**src/design/bba_pkg.sv**
```systemverilog
// Shared types and constants for the block bitmap allocator.
// No dependencies; imported by the controller, the datapath and the top level.
`timescale 1ns / 1ps
`default_nettype none

package bba_pkg;

  localparam int unsigned MAX_BLOCKS_DEF = 4096;
  localparam int unsigned WORD_BITS_DEF  = 32;

  localparam int unsigned BLK_W      = 12;
  localparam int unsigned STAT_W     = 2;
  localparam int unsigned TOTAL_W    = 13;
  localparam int unsigned IN_DATA_W  = 16;
  localparam int unsigned OUT_DATA_W = 16;
  localparam int unsigned PADDR_W    = 3;
  localparam int unsigned PDATA_W    = 32;

  localparam logic [TOTAL_W-1:0] TOTAL_RESET = TOTAL_W'(4096);
  localparam logic               REG_TOTAL   = 1'b0;

  localparam logic OP_ALLOC = 1'b0;
  localparam logic OP_FREE  = 1'b1;

  localparam logic [STAT_W-1:0] STAT_OK     = 2'd0;
  localparam logic [STAT_W-1:0] STAT_FULL   = 2'd1;
  localparam logic [STAT_W-1:0] STAT_DOUBLE = 2'd2;
  localparam logic [STAT_W-1:0] STAT_RANGE  = 2'd3;

  typedef enum logic [2:0] {
    S_CLEAR,
    S_IDLE,
    S_DISPATCH,
    S_SCAN,
    S_FREE_EVAL,
    S_FINISH
  } ctrl_state_t;

  typedef enum logic [1:0] {
    RD_CUR,
    RD_ZERO,
    RD_NEXT,
    RD_QIDX
  } rd_sel_t;

  typedef enum logic [1:0] {
    WR_ZERO,
    WR_SET,
    WR_CLR
  } wr_kind_t;

  typedef enum logic [2:0] {
    RES_GRANT,
    RES_FULL,
    RES_DOUBLE,
    RES_RANGE,
    RES_FREED
  } res_src_t;

  typedef struct packed {
    logic     in_take;
    logic     clr_step;
    logic     scan_init;
    logic     scan_step;
    logic     load_q;
    rd_sel_t  rd_sel;
    logic     wr_en;
    wr_kind_t wr_kind;
    logic     res_load;
    res_src_t res_src;
    logic     out_load;
  } bba_cmd_t;

  typedef struct packed {
    logic clr_last;
    logic op_free;
    logic in_range;
    logic hit;
    logic scan_last;
    logic bit_used;
    logic out_free;
  } bba_stat_t;

endpackage

`default_nettype wire

```
**src/design/bba_ctrl.sv**
```systemverilog
// Controller state machine of the block bitmap allocator.
// Depends on bba_pkg; drives the datapath through bba_cmd_t, reads bba_stat_t.
`timescale 1ns / 1ps
`default_nettype none

module bba_ctrl
  import bba_pkg::*;
(
  input  wire        clk,
  input  wire        rst,
  input  wire        s_tvalid,
  output logic       s_tready,
  input  bba_stat_t  stat,
  output bba_cmd_t   cmd
);

  ctrl_state_t state;
  ctrl_state_t state_next;

  always_ff @(posedge clk) begin
    if (rst) begin
      state <= S_CLEAR;
    end else begin
      state <= state_next;
    end
  end

  always_comb begin
    state_next = state;
    case (state)
      S_CLEAR: begin
        if (stat.clr_last) state_next = S_IDLE;
      end
      S_IDLE: begin
        if (s_tvalid) state_next = S_DISPATCH;
      end
      S_DISPATCH: begin
        if (!stat.op_free) begin
          state_next = S_SCAN;
        end else if (!stat.in_range) begin
          state_next = S_FINISH;
        end else begin
          state_next = S_FREE_EVAL;
        end
      end
      S_SCAN: begin
        if (stat.hit || stat.scan_last) state_next = S_FINISH;
      end
      S_FREE_EVAL: begin
        state_next = S_FINISH;
      end
      S_FINISH: begin
        if (stat.out_free) state_next = S_IDLE;
      end
      default: begin
        state_next = S_CLEAR;
      end
    endcase
  end

  always_comb begin
    cmd      = '0;
    cmd.rd_sel  = RD_CUR;
    cmd.wr_kind = WR_ZERO;
    cmd.res_src = RES_FULL;
    s_tready = 1'b0;
    case (state)
      S_CLEAR: begin
        cmd.clr_step = 1'b1;
        cmd.wr_en    = 1'b1;
        cmd.wr_kind  = WR_ZERO;
      end
      S_IDLE: begin
        s_tready    = 1'b1;
        cmd.in_take = s_tvalid;
      end
      S_DISPATCH: begin
        if (!stat.op_free) begin
          cmd.scan_init = 1'b1;
          cmd.rd_sel    = RD_ZERO;
        end else if (!stat.in_range) begin
          cmd.res_load = 1'b1;
          cmd.res_src  = RES_RANGE;
        end else begin
          cmd.load_q = 1'b1;
          cmd.rd_sel = RD_QIDX;
        end
      end
      S_SCAN: begin
        cmd.rd_sel = RD_NEXT;
        if (stat.hit) begin
          cmd.wr_en    = 1'b1;
          cmd.wr_kind  = WR_SET;
          cmd.res_load = 1'b1;
          cmd.res_src  = RES_GRANT;
        end else if (stat.scan_last) begin
          cmd.res_load = 1'b1;
          cmd.res_src  = RES_FULL;
        end else begin
          cmd.scan_step = 1'b1;
        end
      end
      S_FREE_EVAL: begin
        cmd.res_load = 1'b1;
        if (stat.bit_used) begin
          cmd.wr_en   = 1'b1;
          cmd.wr_kind = WR_CLR;
          cmd.res_src = RES_FREED;
        end else begin
          cmd.res_src = RES_DOUBLE;
        end
      end
      S_FINISH: begin
        cmd.out_load = stat.out_free;
      end
      default: begin
        cmd.rd_sel = RD_CUR;
      end
    endcase
  end

`ifndef SYNTHESIS
  a_clear_once: assert property (@(posedge clk) disable iff (rst)
    (state != S_CLEAR) |=> (state != S_CLEAR))
    else $error("controller returned to the clearing pass");
`endif

endmodule

`default_nettype wire

```
**config.mk**
```make
export PLATFORM = sky130hd
export DESIGN_NAME = bba_ctrl
export DESIGN_NICKNAME = d
export VERILOG_FILES = /design/src/design/bba_pkg.sv /design/src/design/bba_ctrl.sv
export SDC_FILE = /design/constraint.sdc
export NUM_CORES = 1
export LEC_CHECK = 0
export BUFFER_PORTS_ARGS = -buffer_cell sky130_fd_sc_hd__buf_4
export CORE_AREA = 2 2 39 41
export DETAILED_ROUTE_END_ITERATION = 10
export DIE_AREA = 0 0 41 43
export GPL_TIMING_DRIVEN = 0
export SLEW_MARGIN = 15
export SYNTH_ARGS = -nofsm -noshare
export SYNTH_HDL_FRONTEND = slang
export SYNTH_SLANG_ARGS = --single-unit
```
**constraint.sdc**
```tcl
create_clock -name clk -period 1.78 [get_ports clk]
set_input_delay 0.356 -clock clk [delete_from_list [all_inputs] [get_ports clk]]
set_output_delay 0.356 -clock clk [all_outputs]
set_load 0.1 [all_outputs]
```
After elaboration in Yosys (flattened, before gate mapping)
Cells that the tools add are included.
- reduce and logical (&&, ||, !) cells: 3
- equality and inequality tests: 9
- muxes and demuxes: 30
- operators with widths (cell ; count):
    $mux 3 ; 9
    $pmux 3 s6 ; 1
    $mux 4 ; 4
    $mux 1 ; 12
    $pmux 4 s3 ; 1
    $pmux 3 s3 ; 1
    $ne 2x2->1 const B ; 4
    $eq 3x2->1 const B ; 2
    $eq 3x3->1 const B ; 2
    $pmux 2 s2 ; 1
    $reduce_and 4->1 ; 1
    $eq 3x1->1 const B ; 1
    $logic_not 3->1 ; 1
    $mux 2 ; 1
    $logic_or 1x1->1 ; 1
- word-level logic and storage cells: 43
- register bits after elaboration: 3

Depth between registers and ports, before layout
- depth after elaboration: 3
- gate-level depth with buffers: 4

Least setup slack after synthesis
OpenSTA, ideal clock, no wires.
- kind: register to output
- from: register state[2]
- to: output port cmd[7] (netlist bit)
- data required time: 1424 ps
- arrival time: 2817 ps
- cell stages (with the launch flop): 4
- path slack: -1393 ps
- path buffers: 1
- cell sequence: dfxtp_1 > buf_6 > nor2b_1 > o31ai_1
- RTL lines (item ; RTL line ; text):
    start, declared ; bba_ctrl.sv:17 ; ctrl_state_t state;
    start signal, assigned ; bba_ctrl.sv:24 ; state <= state_next;
    end, declared ; bba_ctrl.sv:14 ; output bba_cmd_t cmd

==> results.ini <==
[status]
status=finished clean

[critical_path]
worst_setup_path_end_kind=output pin
crit_required_ns=1.42
worstPathMaxFanout=7
r2r_slack_ns=0.63
reg2regPathDepth=5
critPathCapture=cmd[4]
critPathArrivalTime_ns=1.36
crit_type=reg -> out
start_kind=register
r2r_end=state[2]
reg2reg_from=state[1]
cp-startpoint=state[1]

[power_and_ir_drop]
peakVddDrop_mv=0.444
p_per_area_nw_per_um2=761
power.leakage_nw=0.361

[global_routing]
antenna_found_initial=0
grtUsageTotal_pct=16.3
grt_pass1_vias=469
grt_first_pass_wirelength_mm=1.93
overflow=0
grt_max_degree=11

[clocking]
clock-sinks=3
cts_max_path_buffers=2
cts_tree=done
clockRootBuffer=clkbuf_4
hold_buffers=0
cts_inserted_buffers=3
cts_max_level=1
cts.clk_slew.worst_paths_ns=0.03
clkLatencyLatePin_ns=0.23

[yosys]
yosysMostFrequentCell=nor2_1
yosys-top-cells-count=nor2_1, nand3b_1, nor3_1
ys_seq_area_share_pct=15.7
syn_area_um2=382
yosysUniqueCellTypes=29
synth_edf_count=0
synthTopCellsByArea=dfxtp_1, nand3b_1, buf_6, nor3_1, nand2b_1
synth_top_cell_by_area=dfxtp_1
yosys_warnings=0
syn_inst=52
avgSynthCellArea_um2=7.34
yosysTopAreaCellShare_pct=15.7
async_reset_ff_share_pct=0
synth-seq-cells=3
syn_nets=62
ys.flop_type=dfxtp_1

[routing]
viasPerCell=4.97
first_iter_violations=13
met3_length_um=65
wl_per_cell_um=12.1
ant_nets=0
first_pass_iters=4
wl_met2_um=623
maxUsedRoutingLayer=met4
routed_wl_mm=1.20
wl_met1_um=494
drc=0
vias=492

[cells_and_area]
final_net_count=94
n_fill_cell=123
syn_to_final_growth_pct=137
top_register=state
largest_reg_flops=3
top_regs=state: 3 flops
antenna_cells=0
layout-drive-gt1-share_pct=69.9
final_cells=99

[sta]
timing.slew.headroom_pct=77.3
tns_ns=0
period_minus_slack_ns=1.72
tightest_slew_ns=0.339
clock_skew_ns=0.00344
fmax_mhz=582
min_period_over_period_pct=96.6
slew_viol_final=0
finalHoldViolations=0
setup_viol=0

[place]
placed_cells=93
portBuffers=25
gp_congestion=0.787
place_hpwl_um=884

[die]
die-width_um=41
die_area_um2=1760
core_area_um2=1380
fp.dieH_um=43
rows=14
io_pins=26
initial_utilization_pct=27.6

[job]
max_cap_violations=0

[worst_hold_path]
hold_path_class=in -> reg

worst min path at each step:
| stage | start | end | cells after the start |
|---|---|---|---|
| global placement | rst | state[1] | 2 |
| floorplan | rst | state[1] | 1 |
| global route | rst | state[1] | 2 |
| finish | rst | state[1] | 2 |
| CTS | rst | state[1] | 2 |
| detailed placement | rst | state[1] | 2 |
timing repair:
action	4_1_cts	5_1_grt
buffers inserted	0	2
setup endpoints to repair	9	7
gates resized for setup	17	8
metal layers:
layer,vias to the layer above,GRT usage [%]
met2,19,26.6
met3,2,4.19
li1,250,-
met1,221,18.4
met5,-,0
met4,0,8.00
where the power goes:
group | switching (mW) | total (mW) | internal (mW)
Clock | 0.0344 | 0.118 | 0.0839
Sequential | 0.00514 | 0.0801 | 0.0749
Combinational | 0.319 | 0.489 | 0.170
cell families after synthesis:
kind of cell	synth area share, %
AO/OA/AOI/OAI	26.6
buffers and inverters	10.5
flip-flops	15.7
AND/OR/NAND/NOR	47.2
cell type report:
cell class / count / area [µm²] / area share (%)
Buffer: 4 / 53.8 / 5.96
Multi-Input combinational cell: 43 / 443 / 49.0
Timing Repair Buffer: 27 / 292 / 32.3
Clock buffer: 4 / 26.3 / 2.91
Tap cell: 16 / 20.0 / 2.22
Sequential cell: 3 / 61.3 / 6.79
Inverter: 2 / 7.51 / 0.831
cells in the final DEF, fill, tap and decap left out, types with 2 or more instances in the layout:
master	n
nand2_1	2
nor3_4	4
dfxtp_1	2
nor3b_4	2
inv_1	2
nor2b_1	2
clkbuf_4	3
buf_6	8
a21oi_1	2
buf_4	16
a21o_1	2
buf_12	6
nand3b_1	4
nor2_4	3
nand2b_4	3
per-stage QoR:
stage               hold WS (ns)  total power [mW]  cell area [µm²]  setup slack, ns  utilization (%)
finish                     0.292             0.687              903           0.0605             65.3
global route               0.284             0.721              903         -0.00183             65.3
CTS                        0.293             0.677              842          -0.0320             60.8
detailed placement         0.535             0.528              744            0.110             53.8
global placement           0.536             0.529              744           0.0998             53.8
floorplan                  0.418             0.451              537           -0.148                -
critical path, cell delays in order, from the launching register on:
cell,delay [ns]
dfxtp_2,0.31
buf_6,0.13
nand2b_4,0.18
a21boi_4,0.16
o22ai_4,0.15
buf_12,0.19
Note: power is estimated with default switching activity, not from simulation.
